[src/design/dtc_pkg.sv]
// shared types and constants for the trimmed time-of-day clock
// no dependencies; every other design file refers to this package by scoped names
package dtc_pkg;

   // accumulator fraction width default of the top-level parameter
   localparam int FRACTION_BITS_DEF = 16;

   // field widths
   localparam int INC_W    = 16;
   localparam int TPS_W    = 8;
   localparam int HOUR_W   = 5;
   localparam int MINUTE_W = 6;
   localparam int SECOND_W = 6;

   // configuration port
   localparam int CSR_INDEX_W = 2;
   localparam int CSR_DATA_W  = 16;

   typedef enum logic [CSR_INDEX_W-1:0] {
      CSR_PHASE_INCREMENT  = 2'd0,
      CSR_TICKS_PER_SECOND = 2'd1,
      CSR_HOUR_MAX         = 2'd2,
      CSR_HOUR_MIN         = 2'd3
   } csr_index_type;

   // register reset values
   localparam logic [INC_W-1:0]  PHASE_INCREMENT_RST  = 16'd32768;
   localparam logic [TPS_W-1:0]  TICKS_PER_SECOND_RST = 8'd100;
   localparam logic [HOUR_W-1:0] HOUR_MAX_RST         = 5'd23;
   localparam logic [HOUR_W-1:0] HOUR_MIN_RST         = 5'd0;

   // last value of a minute or second count before it rolls over
   localparam int LAST_MINUTE_OR_SECOND = 59;

   typedef enum logic [0:0] {
      OP_TICK = 1'b0,
      OP_SET  = 1'b1
   } opcode_type;

   // events raised by the sub-second stage on a tick
   typedef struct packed {
      logic half;
      logic second;
   } subsec_event_type;

endpackage

[src/design/dtc_req_if.sv]
// request channel of the trimmed time-of-day clock: tick or set-time items
// depends on dtc_pkg
interface dtc_req_if;
   logic                              valid;
   logic                              ready;
   dtc_pkg::opcode_type               opcode;
   logic [dtc_pkg::HOUR_W-1:0]        new_hour;
   logic [dtc_pkg::MINUTE_W-1:0]      new_minute;
   logic [dtc_pkg::SECOND_W-1:0]      new_second;

   modport source (output valid, opcode, new_hour, new_minute, new_second, input ready);
   modport sink   (input valid, opcode, new_hour, new_minute, new_second, output ready);
endinterface

[src/design/dtc_rsp_if.sv]
// response channel of the trimmed time-of-day clock: time and event bits
// depends on dtc_pkg
interface dtc_rsp_if;
   logic                              valid;
   logic                              ready;
   logic [dtc_pkg::HOUR_W-1:0]        hour_now;
   logic [dtc_pkg::MINUTE_W-1:0]      minute_now;
   logic [dtc_pkg::SECOND_W-1:0]      second_now;
   logic                              tick_event;
   logic                              half_second_event;
   logic                              second_event;

   modport source (output valid, hour_now, minute_now, second_now, tick_event,
                   half_second_event, second_event, input ready);
   modport sink   (input valid, hour_now, minute_now, second_now, tick_event,
                   half_second_event, second_event, output ready);
endinterface

[src/design/dds_trimmed_time_of_day_clock.sv]
// top level of the trimmed time-of-day clock: handshake, time registers, result register
// depends on dtc_pkg, dtc_req_if, dtc_rsp_if and dtc_subsec
//
// Real-time clock advanced by timer-tick transfers on the request channel. Each tick adds
// phase_increment to a FRACTION_BITS wide phase accumulator; every carry out of the
// fraction steps a sub-second down-counter that reloads to ticks_per_second-1 and, on
// reaching zero, advances seconds, minutes and hours (hours wrap from hour_max to
// hour_min, checked on each seconds rollover). A set-time transfer loads hours, minutes
// and seconds and reloads the sub-second counter. Each request yields exactly one
// response carrying the time after the item plus tick, half-second and second event
// bits. Throughput is one item per clock: the whole update is one add and a few compares
// between the state registers and the response register, and the response shows up the
// cycle after the request transfer. The response register lets a new request transfer
// in while the last response is being taken; only a stalled, full response register
// holds off requests. Configuration registers are written through the csr_ port and
// take effect on the next item. No clearing pass after reset.
module dds_trimmed_time_of_day_clock #(
   parameter int FRACTION_BITS = dtc_pkg::FRACTION_BITS_DEF
) (
   input  logic                                clock,
   input  logic                                reset,
   dtc_req_if.sink                             req_bus,
   dtc_rsp_if.source                           rsp_bus,
   input  logic                                csr_wr_en,
   input  logic [dtc_pkg::CSR_INDEX_W-1:0]     csr_index,
   input  logic [dtc_pkg::CSR_DATA_W-1:0]      csr_wr_data
);

   localparam int SEC_INC_W  = dtc_pkg::SECOND_W + 1;
   localparam int MIN_INC_W  = dtc_pkg::MINUTE_W + 1;
   localparam int HOUR_INC_W = dtc_pkg::HOUR_W + 1;

   // configuration registers
   logic [dtc_pkg::INC_W-1:0]     phase_increment_ff;
   logic [dtc_pkg::TPS_W-1:0]     ticks_per_second_ff;
   logic [dtc_pkg::HOUR_W-1:0]    hour_max_ff;
   logic [dtc_pkg::HOUR_W-1:0]    hour_min_ff;

   // time of day
   logic [dtc_pkg::HOUR_W-1:0]    hour_ff, hour_in;
   logic [dtc_pkg::MINUTE_W-1:0]  minute_ff, minute_in;
   logic [dtc_pkg::SECOND_W-1:0]  second_ff, second_in;

   // response register
   logic                          rsp_valid_ff, rsp_valid_in;
   logic [dtc_pkg::HOUR_W-1:0]    hour_now_ff;
   logic [dtc_pkg::MINUTE_W-1:0]  minute_now_ff;
   logic [dtc_pkg::SECOND_W-1:0]  second_now_ff;
   logic                          tick_ev_ff;
   logic                          half_ev_ff;
   logic                          second_ev_ff;

   logic                          transfer;
   logic                          is_set;
   logic                          advance;
   logic                          load;
   dtc_pkg::subsec_event_type     events;

   // full-precision increments so out-of-range loaded values still roll over
   logic [SEC_INC_W-1:0]          sec_inc;
   logic [MIN_INC_W-1:0]          min_inc;
   logic [HOUR_INC_W-1:0]         hour_inc;

   // accept while the response register is empty or being drained
   assign req_bus.ready = !rsp_valid_ff || rsp_bus.ready;
   assign transfer      = req_bus.valid && req_bus.ready;
   assign is_set        = (req_bus.opcode == dtc_pkg::OP_SET);
   assign advance       = transfer && !is_set;
   assign load          = transfer && is_set;

   dtc_subsec #(
      .FRACTION_BITS (FRACTION_BITS)
   ) u_subsec (
      .clock            (clock),
      .reset            (reset),
      .advance          (advance),
      .load             (load),
      .phase_increment  (phase_increment_ff),
      .ticks_per_second (ticks_per_second_ff),
      .events           (events)
   );

   // configuration writes
   always_ff @(posedge clock) begin
      if (reset) begin
         phase_increment_ff  <= dtc_pkg::PHASE_INCREMENT_RST;
         ticks_per_second_ff <= dtc_pkg::TICKS_PER_SECOND_RST;
         hour_max_ff         <= dtc_pkg::HOUR_MAX_RST;
         hour_min_ff         <= dtc_pkg::HOUR_MIN_RST;
      end else if (csr_wr_en) begin
         case (dtc_pkg::csr_index_type'(csr_index))
            dtc_pkg::CSR_PHASE_INCREMENT: begin
               phase_increment_ff <= csr_wr_data[dtc_pkg::INC_W-1:0];
            end
            dtc_pkg::CSR_TICKS_PER_SECOND: begin
               ticks_per_second_ff <= csr_wr_data[dtc_pkg::TPS_W-1:0];
            end
            dtc_pkg::CSR_HOUR_MAX: begin
               hour_max_ff <= csr_wr_data[dtc_pkg::HOUR_W-1:0];
            end
            dtc_pkg::CSR_HOUR_MIN: begin
               hour_min_ff <= csr_wr_data[dtc_pkg::HOUR_W-1:0];
            end
            default: begin
            end
         endcase
      end
   end

   // next time of day: set-time load or seconds carry chain
   always_comb begin
      sec_inc  = SEC_INC_W'(second_ff) + SEC_INC_W'(1);
      min_inc  = MIN_INC_W'(minute_ff) + MIN_INC_W'(1);
      hour_inc = HOUR_INC_W'(hour_ff);

      hour_in   = hour_ff;
      minute_in = minute_ff;
      second_in = second_ff;

      if (load) begin
         hour_in   = req_bus.new_hour;
         minute_in = req_bus.new_minute;
         second_in = req_bus.new_second;
      end else if (advance && events.second) begin
         if (sec_inc > SEC_INC_W'(dtc_pkg::LAST_MINUTE_OR_SECOND)) begin
            second_in = '0;
            // minute carry first, then the hour wrap check
            if (min_inc > MIN_INC_W'(dtc_pkg::LAST_MINUTE_OR_SECOND)) begin
               min_inc  = '0;
               hour_inc = HOUR_INC_W'(hour_ff) + HOUR_INC_W'(1);
            end
            if (hour_inc > HOUR_INC_W'(hour_max_ff)) begin
               hour_inc = HOUR_INC_W'(hour_min_ff);
            end
            minute_in = min_inc[dtc_pkg::MINUTE_W-1:0];
            hour_in   = hour_inc[dtc_pkg::HOUR_W-1:0];
         end else begin
            second_in = sec_inc[dtc_pkg::SECOND_W-1:0];
         end
      end
   end

   // response valid holds until the sink takes it
   always_comb begin
      if (transfer) begin
         rsp_valid_in = 1'b1;
      end else if (rsp_bus.ready) begin
         rsp_valid_in = 1'b0;
      end else begin
         rsp_valid_in = rsp_valid_ff;
      end
   end

   always_ff @(posedge clock) begin
      if (reset) begin
         hour_ff      <= '0;
         minute_ff    <= '0;
         second_ff    <= '0;
         rsp_valid_ff <= 1'b0;
      end else begin
         hour_ff      <= hour_in;
         minute_ff    <= minute_in;
         second_ff    <= second_in;
         rsp_valid_ff <= rsp_valid_in;
      end
   end

   // response payload, no reset needed
   always_ff @(posedge clock) begin
      if (transfer) begin
         hour_now_ff   <= hour_in;
         minute_now_ff <= minute_in;
         second_now_ff <= second_in;
         tick_ev_ff    <= !is_set;
         half_ev_ff    <= !is_set && events.half;
         second_ev_ff  <= !is_set && events.second;
      end
   end

   assign rsp_bus.valid             = rsp_valid_ff;
   assign rsp_bus.hour_now          = hour_now_ff;
   assign rsp_bus.minute_now        = minute_now_ff;
   assign rsp_bus.second_now        = second_now_ff;
   assign rsp_bus.tick_event        = tick_ev_ff;
   assign rsp_bus.half_second_event = half_ev_ff;
   assign rsp_bus.second_event      = second_ev_ff;

endmodule

[src/design/dtc_subsec.sv]
// phase accumulator and sub-second down-counter of the trimmed clock
// depends on dtc_pkg
module dtc_subsec #(
   parameter int FRACTION_BITS = dtc_pkg::FRACTION_BITS_DEF
) (
   input  logic                          clock,
   input  logic                          reset,
   input  logic                          advance,
   input  logic                          load,
   input  logic [dtc_pkg::INC_W-1:0]     phase_increment,
   input  logic [dtc_pkg::TPS_W-1:0]     ticks_per_second,
   output dtc_pkg::subsec_event_type     events
);

   localparam int SUM_W = ((FRACTION_BITS > dtc_pkg::INC_W) ? FRACTION_BITS
                                                            : dtc_pkg::INC_W) + 1;

   logic [FRACTION_BITS-1:0]      acc_ff, acc_in;
   logic [dtc_pkg::TPS_W-1:0]     count_ff, count_in;
   logic [SUM_W-1:0]              sum;
   logic                          carry;
   logic [dtc_pkg::TPS_W-1:0]     reload;
   logic [dtc_pkg::TPS_W-1:0]     half_point;

   always_comb begin
      sum        = SUM_W'(acc_ff) + SUM_W'(phase_increment);
      carry      = sum[FRACTION_BITS];
      reload     = ticks_per_second - dtc_pkg::TPS_W'(1);
      half_point = ticks_per_second >> 1;

      // only the carry bit counts, higher sum bits fall away
      events.half   = carry && (count_ff != '0) && (count_ff == half_point);
      events.second = carry && (count_ff == '0);

      acc_in   = acc_ff;
      count_in = count_ff;
      if (load) begin
         count_in = reload;
      end else if (advance) begin
         acc_in = sum[FRACTION_BITS-1:0];
         if (carry) begin
            count_in = (count_ff != '0) ? count_ff - dtc_pkg::TPS_W'(1) : reload;
         end
      end
   end

   always_ff @(posedge clock) begin
      if (reset) begin
         acc_ff   <= '0;
         count_ff <= '0;
      end else begin
         acc_ff   <= acc_in;
         count_ff <= count_in;
      end
   end

endmodule

[src/flat_wrapper.sv]
// flat-port wrapper written by rule: the top's interface ports become plain ports
module dds_trimmed_time_of_day_clock_flat 
#(
   parameter int FRACTION_BITS = dtc_pkg::FRACTION_BITS_DEF
)
  (clock, reset, csr_wr_en, csr_index, csr_wr_data, req_bus_valid, req_bus_opcode, req_bus_new_hour, req_bus_new_minute, req_bus_new_second, req_bus_ready, rsp_bus_valid, rsp_bus_hour_now, rsp_bus_minute_now, rsp_bus_second_now, rsp_bus_tick_event, rsp_bus_half_second_event, rsp_bus_second_event, rsp_bus_ready);
  dtc_req_if req_bus_i ();
  dtc_rsp_if rsp_bus_i ();
  input  logic clock;
  input  logic reset;
  input  logic csr_wr_en;
  input  logic [dtc_pkg::CSR_INDEX_W-1:0] csr_index;
  input  logic [dtc_pkg::CSR_DATA_W-1:0] csr_wr_data;
  input wire logic [$bits(req_bus_i.valid)-1:0] req_bus_valid;
  input wire logic [$bits(req_bus_i.opcode)-1:0] req_bus_opcode;
  input wire logic [$bits(req_bus_i.new_hour)-1:0] req_bus_new_hour;
  input wire logic [$bits(req_bus_i.new_minute)-1:0] req_bus_new_minute;
  input wire logic [$bits(req_bus_i.new_second)-1:0] req_bus_new_second;
  output wire logic [$bits(req_bus_i.ready)-1:0] req_bus_ready;
  output wire logic [$bits(rsp_bus_i.valid)-1:0] rsp_bus_valid;
  output wire logic [$bits(rsp_bus_i.hour_now)-1:0] rsp_bus_hour_now;
  output wire logic [$bits(rsp_bus_i.minute_now)-1:0] rsp_bus_minute_now;
  output wire logic [$bits(rsp_bus_i.second_now)-1:0] rsp_bus_second_now;
  output wire logic [$bits(rsp_bus_i.tick_event)-1:0] rsp_bus_tick_event;
  output wire logic [$bits(rsp_bus_i.half_second_event)-1:0] rsp_bus_half_second_event;
  output wire logic [$bits(rsp_bus_i.second_event)-1:0] rsp_bus_second_event;
  input wire logic [$bits(rsp_bus_i.ready)-1:0] rsp_bus_ready;
  assign req_bus_i.valid = req_bus_valid;
  assign req_bus_i.opcode = req_bus_opcode;
  assign req_bus_i.new_hour = req_bus_new_hour;
  assign req_bus_i.new_minute = req_bus_new_minute;
  assign req_bus_i.new_second = req_bus_new_second;
  assign req_bus_ready = req_bus_i.ready;
  assign rsp_bus_valid = rsp_bus_i.valid;
  assign rsp_bus_hour_now = rsp_bus_i.hour_now;
  assign rsp_bus_minute_now = rsp_bus_i.minute_now;
  assign rsp_bus_second_now = rsp_bus_i.second_now;
  assign rsp_bus_tick_event = rsp_bus_i.tick_event;
  assign rsp_bus_half_second_event = rsp_bus_i.half_second_event;
  assign rsp_bus_second_event = rsp_bus_i.second_event;
  assign rsp_bus_i.ready = rsp_bus_ready;
  dds_trimmed_time_of_day_clock #(.FRACTION_BITS(FRACTION_BITS)) u_core (.clock(clock), .reset(reset), .req_bus(req_bus_i), .rsp_bus(rsp_bus_i), .csr_wr_en(csr_wr_en), .csr_index(csr_index), .csr_wr_data(csr_wr_data));
endmodule
[config.mk]
export PLATFORM = sky130hd
export DESIGN_NAME = dds_trimmed_time_of_day_clock_flat
export DESIGN_NICKNAME = d
export VERILOG_FILES = /design/src/design/dtc_pkg.sv /design/src/design/dtc_req_if.sv /design/src/design/dtc_rsp_if.sv /design/src/design/dds_trimmed_time_of_day_clock.sv /design/src/design/dtc_subsec.sv /design/src/flat_wrapper.sv
export SDC_FILE = /design/constraint.sdc
export NUM_CORES = 1
export LEC_CHECK = 0
export BUFFER_PORTS_ARGS = -buffer_cell sky130_fd_sc_hd__buf_2
export CAP_MARGIN = 30
export CORE_UTILIZATION = 55
export CTS_CLUSTER_SIZE = 40
export DETAILED_ROUTE_END_ITERATION = 6
export PLACE_DENSITY = 0.83
export SYNTH_ARGS = -nofsm -noshare
export SYNTH_HDL_FRONTEND = slang
export SYNTH_SLANG_ARGS = --single-unit
export TNS_END_PERCENT = 50
[constraint.sdc]
create_clock -name clock -period 4.97 [get_ports clock]
set_input_delay 0.994 -clock clock [delete_from_list [all_inputs] [get_ports clock]]
set_output_delay 0.994 -clock clock [all_outputs]
set_load 0.1 [all_outputs]
-- Word-level counts from Yosys, hierarchy flattened
Cells that the tools add are included.
- memory bits (writable): 0
- ROM bits: 0
- memories: 0
- bits in latches: 0
- bits in registers: 96
- output and inout bits: 22
- muxes and demuxes: 21
- div/mod/pow operators: 0
- equal/unequal tests: 4
- $mul: 0
- magnitude comparators: 3
- reduce and logical (&&, ||, !) cells: 24
- shifts and indexed selects: 0
- add/subtract/negate cells: 6
- bitwise operators: 1
- operator list (cell ; number):
    6-bit 2-to-1 mux ; 11
    8-bit 2-to-1 mux ; 4
    5-bit 2-to-1 mux ; 4
    16-bit by 16-bit adder with 17-bit output ; 1
    8-bit by 1-bit subtractor with 8-bit output, second input constant ; 2
    6-bit by 1-bit adder with 7-bit output, second input constant ; 2
    7-bit by 6-bit > comparator with 1-bit output, second input constant ; 2
    2-bit AND reduction ; 6
    1-bit logical AND ; 9
    8-bit by 7-bit equality test with 1-bit output ; 1
    8-bit zero test ; 1
    8-bit nonzero test ; 1
    5-bit by 1-bit adder with 6-bit output, second input constant ; 1
    6-bit by 5-bit > comparator with 1-bit output ; 1
    2-bit nonzero test ; 3
    2-bit equality test, second input constant ; 2
    2-bit by 1-bit equality test with 1-bit output, second input constant ; 1
    1-bit zero test ; 2
    2-bit zero test ; 1
    1-bit 2-to-1 mux ; 2
    1-bit logical OR ; 1
    1-bit NOT ; 1

-- Logic depth before layout (Yosys ltp)
- word-level depth: 12
- mapped depth: 15
- gate-level depth less buffers: 15

-- Cells and area by module
From an unflattened synthesis, not the netlist that was laid out.
- cells, all modules: 667
- area, all modules: 5683.0 µm²
- by module, submodules not included (module ; sequential area each (µm²) ; times used ; cells each ; area each (µm²)):
    dds_trimmed_time_of_day_clock ; 1641.6 ; 1 ; 411 ; 3648.5
    dtc_subsec ; 480.5 ; 1 ; 256 ; 2034.5

-- Worst setup path after synthesis
Ideal clock, no wire load.
- kind: reg-to-reg
- start point: register u_core.minute_ff[0] in the netlist's numbering
- end point: register u_core.hour_now_ff, in the netlist u_core.rsp_bus.hour_now[4] (data pin)
- setup slack: 1.598 ns
- data required time: 4.703 ns
- clock period less this slack: 3.372 ns
- data arrival time: 3.105 ns
- path buffers: 0
- cell stages (with the launch flop): 16
- path through: dfxtp_1 inv_1 ha_1 nor3_1 nand2b_1 o21ai_0 nor2_1 a32o_1 ha_1 nor2b_1 o21a_1 o21ai_0 a21oi_1 or2_2 o211ai_1 nand3_1
- cells in the longest elaborated chain, start to end: 11
- RTL lines (element ; line ; source):
    from (decl) ; dds_trimmed_time_of_day_clock.sv:41 ; logic [dtc_pkg::MINUTE_W-1:0] minute_ff, minute_in;
    from (signal assigned) ; dds_trimmed_time_of_day_clock.sv:162 ; minute_ff <= minute_in;
    6-bit by 1-bit adder with 7-bit output (*) ; dds_trimmed_time_of_day_clock.sv:113 ; min_inc = MIN_INC_W'(minute_ff) + MIN_INC_W'(1);
    7-bit by 6-bit > comparator with 1-bit output (*) ; dds_trimmed_time_of_day_clock.sv:128 ; if (min_inc > MIN_INC_W'(dtc_pkg::LAST_MINUTE_OR_SECOND)) begin
    6-bit 2-to-1 mux (*) ; dds_trimmed_time_of_day_clock.sv:128 ;
    6-bit 2-to-1 mux (*) ; dds_trimmed_time_of_day_clock.sv:125 ; if (sec_inc > SEC_INC_W'(dtc_pkg::LAST_MINUTE_OR_SECOND)) begin
    6-bit 2-to-1 mux (*) ; dds_trimmed_time_of_day_clock.sv:124 ; end else if (advance && events.second) begin
    6-bit 2-to-1 mux (*) ; dds_trimmed_time_of_day_clock.sv:120 ; if (load) begin
    6-bit by 5-bit > comparator with 1-bit output ; dds_trimmed_time_of_day_clock.sv:132 ; if (hour_inc > HOUR_INC_W'(hour_max_ff)) begin
    5-bit 2-to-1 mux (*) ; dds_trimmed_time_of_day_clock.sv:132 ;
    5-bit 2-to-1 mux (*) ; dds_trimmed_time_of_day_clock.sv:125 ;
    5-bit 2-to-1 mux (*) ; dds_trimmed_time_of_day_clock.sv:124 ;
    5-bit 2-to-1 mux (*) ; dds_trimmed_time_of_day_clock.sv:120 ;
    via u_core.hour_in, one bit ; dds_trimmed_time_of_day_clock.sv:40 ; logic [dtc_pkg::HOUR_W-1:0] hour_ff, hour_in;
    to (signal assigned) ; dds_trimmed_time_of_day_clock.sv:171 ; hour_now_ff <= hour_in;
    to (decl) ; dds_trimmed_time_of_day_clock.sv:46 ; logic [dtc_pkg::HOUR_W-1:0] hour_now_ff;
The timed path passes the listed nets; every way through them passes the cells marked *. The select of a mux whose other input is x is not followed.
A chain may end at the register's enable or synchronous reset.

-- Worst setup path after layout
Same ends and word-level chain as after synthesis.

==> impl_results.html <==
<table>
<tr><th>Metric</th><th>Value</th></tr>
<tr><th colspan="2">Outcome</th></tr>
<tr><td>Run status</td><td>complete, no violations</td></tr>
<tr><th colspan="2">Floorplan</th></tr>
<tr><td>Width of the die</td><td>103 um</td></tr>
<tr><td>Row Count</td><td>36</td></tr>
<tr><td>Number of placed I/O pins</td><td>63</td></tr>
<tr><td>Starting utilization of the core area</td><td>56.9%</td></tr>
<tr><td>Standard cell core area</td><td>9770 um^2</td></tr>
<tr><td>Die outline height</td><td>103 um</td></tr>
<tr><td>Die Outline Area</td><td>10500 um^2</td></tr>
<tr><th colspan="2">Layout</th></tr>
<tr><td>Fraction of the core area covered by cells at the end of the flow</td><td>63.2%</td></tr>
<tr><td>Total inserted antenna cells</td><td>0</td></tr>
<tr><td>Fraction of final layout cells sized beyond drive strength 1</td><td>14.9%</td></tr>
<tr><td>Synth-to-Final Area Change</td><td>11.0%</td></tr>
<tr><td>Post-layout instance count excluding filler cells</td><td>840</td></tr>
<tr><td>Fin area</td><td>6180 um^2</td></tr>
<tr><td># nets final</td><td>772</td></tr>
<tr><th colspan="2">Yosys</th></tr>
<tr><td>Share of the synthesized area in the top cell type</td><td>27.3%</td></tr>
<tr><td>Post-synthesis simple-gate area fraction</td><td>21.0%</td></tr>
<tr><td>Area of the mapped netlist</td><td>5560 um^2</td></tr>
<tr><td>Post-synth cell types</td><td>73</td></tr>
<tr><td>Synthesized-area fraction occupied by adder cells</td><td>6.66%</td></tr>
<tr><td>Area share of xor/xnor cells in the synthesized design</td><td>3.94%</td></tr>
<tr><td>#FFs+latches synth</td><td>96</td></tr>
<tr><td>Per-instance average area after synthesis</td><td>8.47 um^2</td></tr>
<tr><td>YS warnings</td><td>0</td></tr>
<tr><td>Synthesized-area fraction occupied by ao, oa, aoi and oai cells</td><td>23.6%</td></tr>
<tr><td>Most area-hungry cell type in the Yosys netlist</td><td>dfxtp_1</td></tr>
<tr><td>Flip-flop cell with the highest count after synthesis</td><td>dfxtp_1</td></tr>
<tr><td>Dominant combinational cell family by area after synthesis</td><td>compound AO/OA/AOI/OAI gates</td></tr>
<tr><td>Cell with the most instances after synthesis</td><td>nand2_1</td></tr>
<tr><td>Syn nets</td><td>727</td></tr>
<tr><td>Post-Syn Instances</td><td>657</td></tr>
<tr><td>Async set or reset register ratio after synthesis</td><td>0%</td></tr>
<tr><td>Number of synthesized flops with an enable pin</td><td>20</td></tr>
<tr><td>Most numerous cell types in the synthesized netlist</td><td>87 x nand2_1, 76 x dfxtp_1, 64 x a21oi_1</td></tr>
<tr><td>Synth area leaders</td><td>dfxtp_1 27%, edfxtp_1 11%, ha_1 6.3%, nand2_1 5.9%, a21oi_1 5.8%</td></tr>
<tr><td>Share of synthesized area occupied by flip-flops and latches</td><td>38.1%</td></tr>
<tr><td>Mux contribution to synthesized area</td><td>2.16%</td></tr>
<tr><th colspan="2">Timing</th></tr>
<tr><td>Final period utilization</td><td>79.6%</td></tr>
<tr><td>Number of hold violations in the final report</td><td>0</td></tr>
<tr><td>Unrepaired setup endpoints after global routing</td><td>false</td></tr>
<tr><td>Relative slew margins</td><td>37.4%</td></tr>
<tr><td>Total of endpoints with negative setup slack in the final report</td><td>0</td></tr>
<tr><td>Final count of pins violating max slew</td><td>0</td></tr>
<tr><td>Measured slew at the worst slew-check pin</td><td>0.937 ns</td></tr>
<tr><td>Top achievable clock speed</td><td>253 MHz</td></tr>
<tr><td>Worst clock skew</td><td>0.00887 ns</td></tr>
<tr><td>Final TNS setup</td><td>0 ns</td></tr>
<tr><td>Final WS setup</td><td>1.02 ns</td></tr>
<tr><td>Final Critical Period</td><td>3.95 ns</td></tr>
<tr><th colspan="2">Pwr</th></tr>
<tr><td>Int Pwr</td><td>0.00124 W</td></tr>
<tr><td>Fraction of power spent switching nets</td><td>31.5%</td></tr>
<tr><td>Sequential cell fraction of total power</td><td>48.3%</td></tr>
<tr><td>Switching power</td><td>0.000570 W</td></tr>
<tr><td>IR drop worst, VDD</td><td>214 uV</td></tr>
<tr><td>Part of the power in combinational logic</td><td>19.7%</td></tr>
<tr><td>Clk pwr share</td><td>32.1%</td></tr>
<tr><td>Leakage power</td><td>2.49 nW</td></tr>
<tr><td>Power per unit of standard cell area</td><td>293 nW/um^2</td></tr>
<tr><th colspan="2">CTS</th></tr>
<tr><td>Clock latency reported for the late side of the worst-skew pair</td><td>0.37 ns</td></tr>
<tr><td>Total setup buffers inserted after CTS</td><td>0</td></tr>
<tr><td>CTS root buf</td><td>clkbuf_8</td></tr>
<tr><td>Clock net sink count</td><td>96</td></tr>
<tr><td>TritonCTS clock tree</td><td>built</td></tr>
<tr><td>Largest buffer count on any clock path</td><td>2</td></tr>
<tr><td>Total clock buffers created by CTS</td><td>9</td></tr>
<tr><td>Clock slew at the register clock pins of the worst setup and hold paths</td><td>0.10 ns</td></tr>
<tr><td>H-tree Lvls</td><td>3</td></tr>
<tr><td>Hold buffer count at CTS</td><td>0</td></tr>
<tr><td>Post-CTS sizing</td><td>0</td></tr>
<tr><th colspan="2">Route</th></tr>
<tr><td>Post-route DRC violation count</td><td>0</td></tr>
<tr><td>Number of iterations in the first detailed-routing pass</td><td>7</td></tr>
<tr><td>Remaining antenna violation count</td><td>0</td></tr>
<tr><td>Vias after detailed routing</td><td>4902</td></tr>
<tr><td>Routed vias/inst</td><td>5.84</td></tr>
<tr><td>Aggregate routed wire length</td><td>12600 um</td></tr>
<tr><td>Detail-routed net length per standard cell</td><td>15.0 um</td></tr>
<tr><td>DR iter-0 viols</td><td>304</td></tr>
<tr><th colspan="2">Worst setup path</th></tr>
<tr><td>Crit end category</td><td>flop</td></tr>
<tr><td>Critical path peak fanout</td><td>8</td></tr>
<tr><td>Data arrival time of the critical path</td><td>4.08 ns</td></tr>
<tr><td>Type of the setup path with the least slack</td><td>reg2reg</td></tr>
<tr><td>Startpoint types</td><td>flop</td></tr>
<tr><td>Worst path required time</td><td>5.09 ns</td></tr>
<tr><th colspan="2">Min path</th></tr>
<tr><td>Path class of the lowest-slack min-delay path</td><td>reg2reg</td></tr>
<tr><th colspan="2">Placement</th></tr>
<tr><td>RePlAce Congestion</td><td>0.948</td></tr>
<tr><td>Sum of net half-perimeters after detailed placement</td><td>9160 um</td></tr>
<tr><td>Worst setup slack after placement</td><td>1.04 ns</td></tr>
<tr><td>Number of port buffers</td><td>62</td></tr>
<tr><td>Placed standard-cell area</td><td>5940 um^2</td></tr>
<tr><td>DP Cell Count</td><td>824</td></tr>
<tr><th colspan="2">GRT</th></tr>
<tr><td>First-pass GRT wire length</td><td>21300 um</td></tr>
<tr><td>GRT Resource Usage Total</td><td>25.7%</td></tr>
<tr><td>Vias in the first global route</td><td>4670</td></tr>
<tr><td>Largest net degree at the start of global routing</td><td>60</td></tr>
<tr><td>Antenna violations before repair</td><td>0</td></tr>
<tr><td>Total congestion overflow</td><td>0</td></tr>
<tr><th colspan="2">Job</th></tr>
<tr><td>Max-capacitance violation count</td><td>0</td></tr>
</table>
worst max-delay path, cell delays in order (launching register included):
cell and delay, ns:
dfxtp_1 0.44, inv_1 0.07, ha_1 0.31, nor3_1 0.26, nand2b_1 0.21, o21ai_0 0.21
nor2_1 0.38, a32o_1 0.23, ha_1 0.26, nor2b_1 0.14, o21a_1 0.15, o21ai_0 0.15
a21oi_1 0.20, or2_2 0.37, o211ai_1 0.22, nand3_1 0.10
worst paths after layout:
check	startpoint	end	slack (ns)	cells after the start
max reg2reg	u_core.minute_ff[0]	u_core.rsp_bus.hour_now[4]	1.02	15
max	u_core.minute_ff[0]	u_core.rsp_bus.hour_now[4]	1.02	15
min reg2reg	u_core.u_subsec.acc_ff[11]	u_core.u_subsec.acc_ff[11]	0.46	2
min	u_core.u_subsec.acc_ff[11]	u_core.u_subsec.acc_ff[11]	0.46	2
cell type report:
cell class / instances / area [um^2]
Clock buffer: 11 / 174
Clock inverter: 5 / 57.6
Fill cell: 824 / 3600
Inverter: 29 / 109
Multi-Input combinational cell: 499 / 3200
Sequential cell: 96 / 2120
Tap cell: 133 / 166
Timing Repair Buffer: 67 / 352
power by group through the flow:
stage                     sequential (W)  combinational (W)  clock (W)
after floorplan                 0.000972           0.000195          0
after global placement          0.000888           0.000341          0
after detailed placement        0.000891           0.000352          0
after CTS                       0.000873           0.000354   0.000589
after global routing            0.000880           0.000386   0.000625
final                           0.000873           0.000356   0.000581
registers in the layout (all words and copies together), names as in the netlist, 6 cells and up:
register / cells
u_core.phase_increment_ff: 16
u_core.ticks_per_second_ff: 8
u_core.rsp_bus.second_now: 6
u_core.u_subsec.acc_ff: 16
u_core.minute_ff: 6
u_core.second_ff: 6
u_core.rsp_bus.minute_now: 6
u_core.u_subsec.count_ff: 8
routing by layer:
layer / wire, um / global-route usage [%] / up-vias
li1: - / - / 2462
met1: 5700 / 32.0 / 2290
met2: 6080 / 43.7 / 133
met3: 614 / 5.36 / 17
met4: 214 / 9.45 / 0
met5: 0 / 0 / -
kinds of logic (layout without fill, tap and decap cells):
group	count (synthesis)	after routing
AO/OA/AOI/OAI	191	191
buffers and inverters	62	112
multiplexers	12	12
XOR/XNOR	25	25
AND/OR/NAND/NOR	242	242
flip-flops	96	96
adder cells (fa/ha/maj)	29	29
stage by stage:
| step | power [W] | hold WS [ns] |
|---|---|---|
| finish | 0.00181 | 0.464 |
| global route | 0.00189 | 0.480 |
| CTS | 0.00182 | 0.467 |
| detailed placement | 0.00124 | 0.454 |
| global placement | 0.00123 | 0.443 |
| floorplan | 0.00117 | 0.435 |
layout by cell type (no fill, tap or decap), types with 3 or more instances in the layout:
| cell type | instances |
|---|---|
| a211o_1 | 7 |
| a211oi_1 | 13 |
| a21o_1 | 3 |
| a21oi_1 | 64 |
| a2bb2oi_1 | 4 |
| a311oi_1 | 3 |
| a31oi_1 | 10 |
| and2_1 | 4 |
| and3_1 | 3 |
| buf_2 | 62 |
| buf_4 | 4 |
| clkbuf_8 | 9 |
| dfxtp_1 | 76 |
| edfxtp_1 | 20 |
| ha_1 | 28 |
| inv_1 | 29 |
| mux2i_1 | 12 |
| nand2_1 | 87 |
| nand2b_1 | 6 |
| nand3_1 | 21 |
| nand3b_1 | 8 |
| nand4_1 | 3 |
| nor2_1 | 61 |
| nor2b_1 | 3 |
| nor3_1 | 17 |
| nor4_1 | 5 |
| o211ai_1 | 8 |
| o21a_1 | 8 |
| o21ai_0 | 23 |
| o21ai_1 | 12 |
| o21bai_1 | 3 |
| o31a_1 | 3 |
| or3_1 | 8 |
| xnor2_1 | 15 |
| xor2_1 | 10 |
Note: power is estimated with default switching activity, not from simulation.
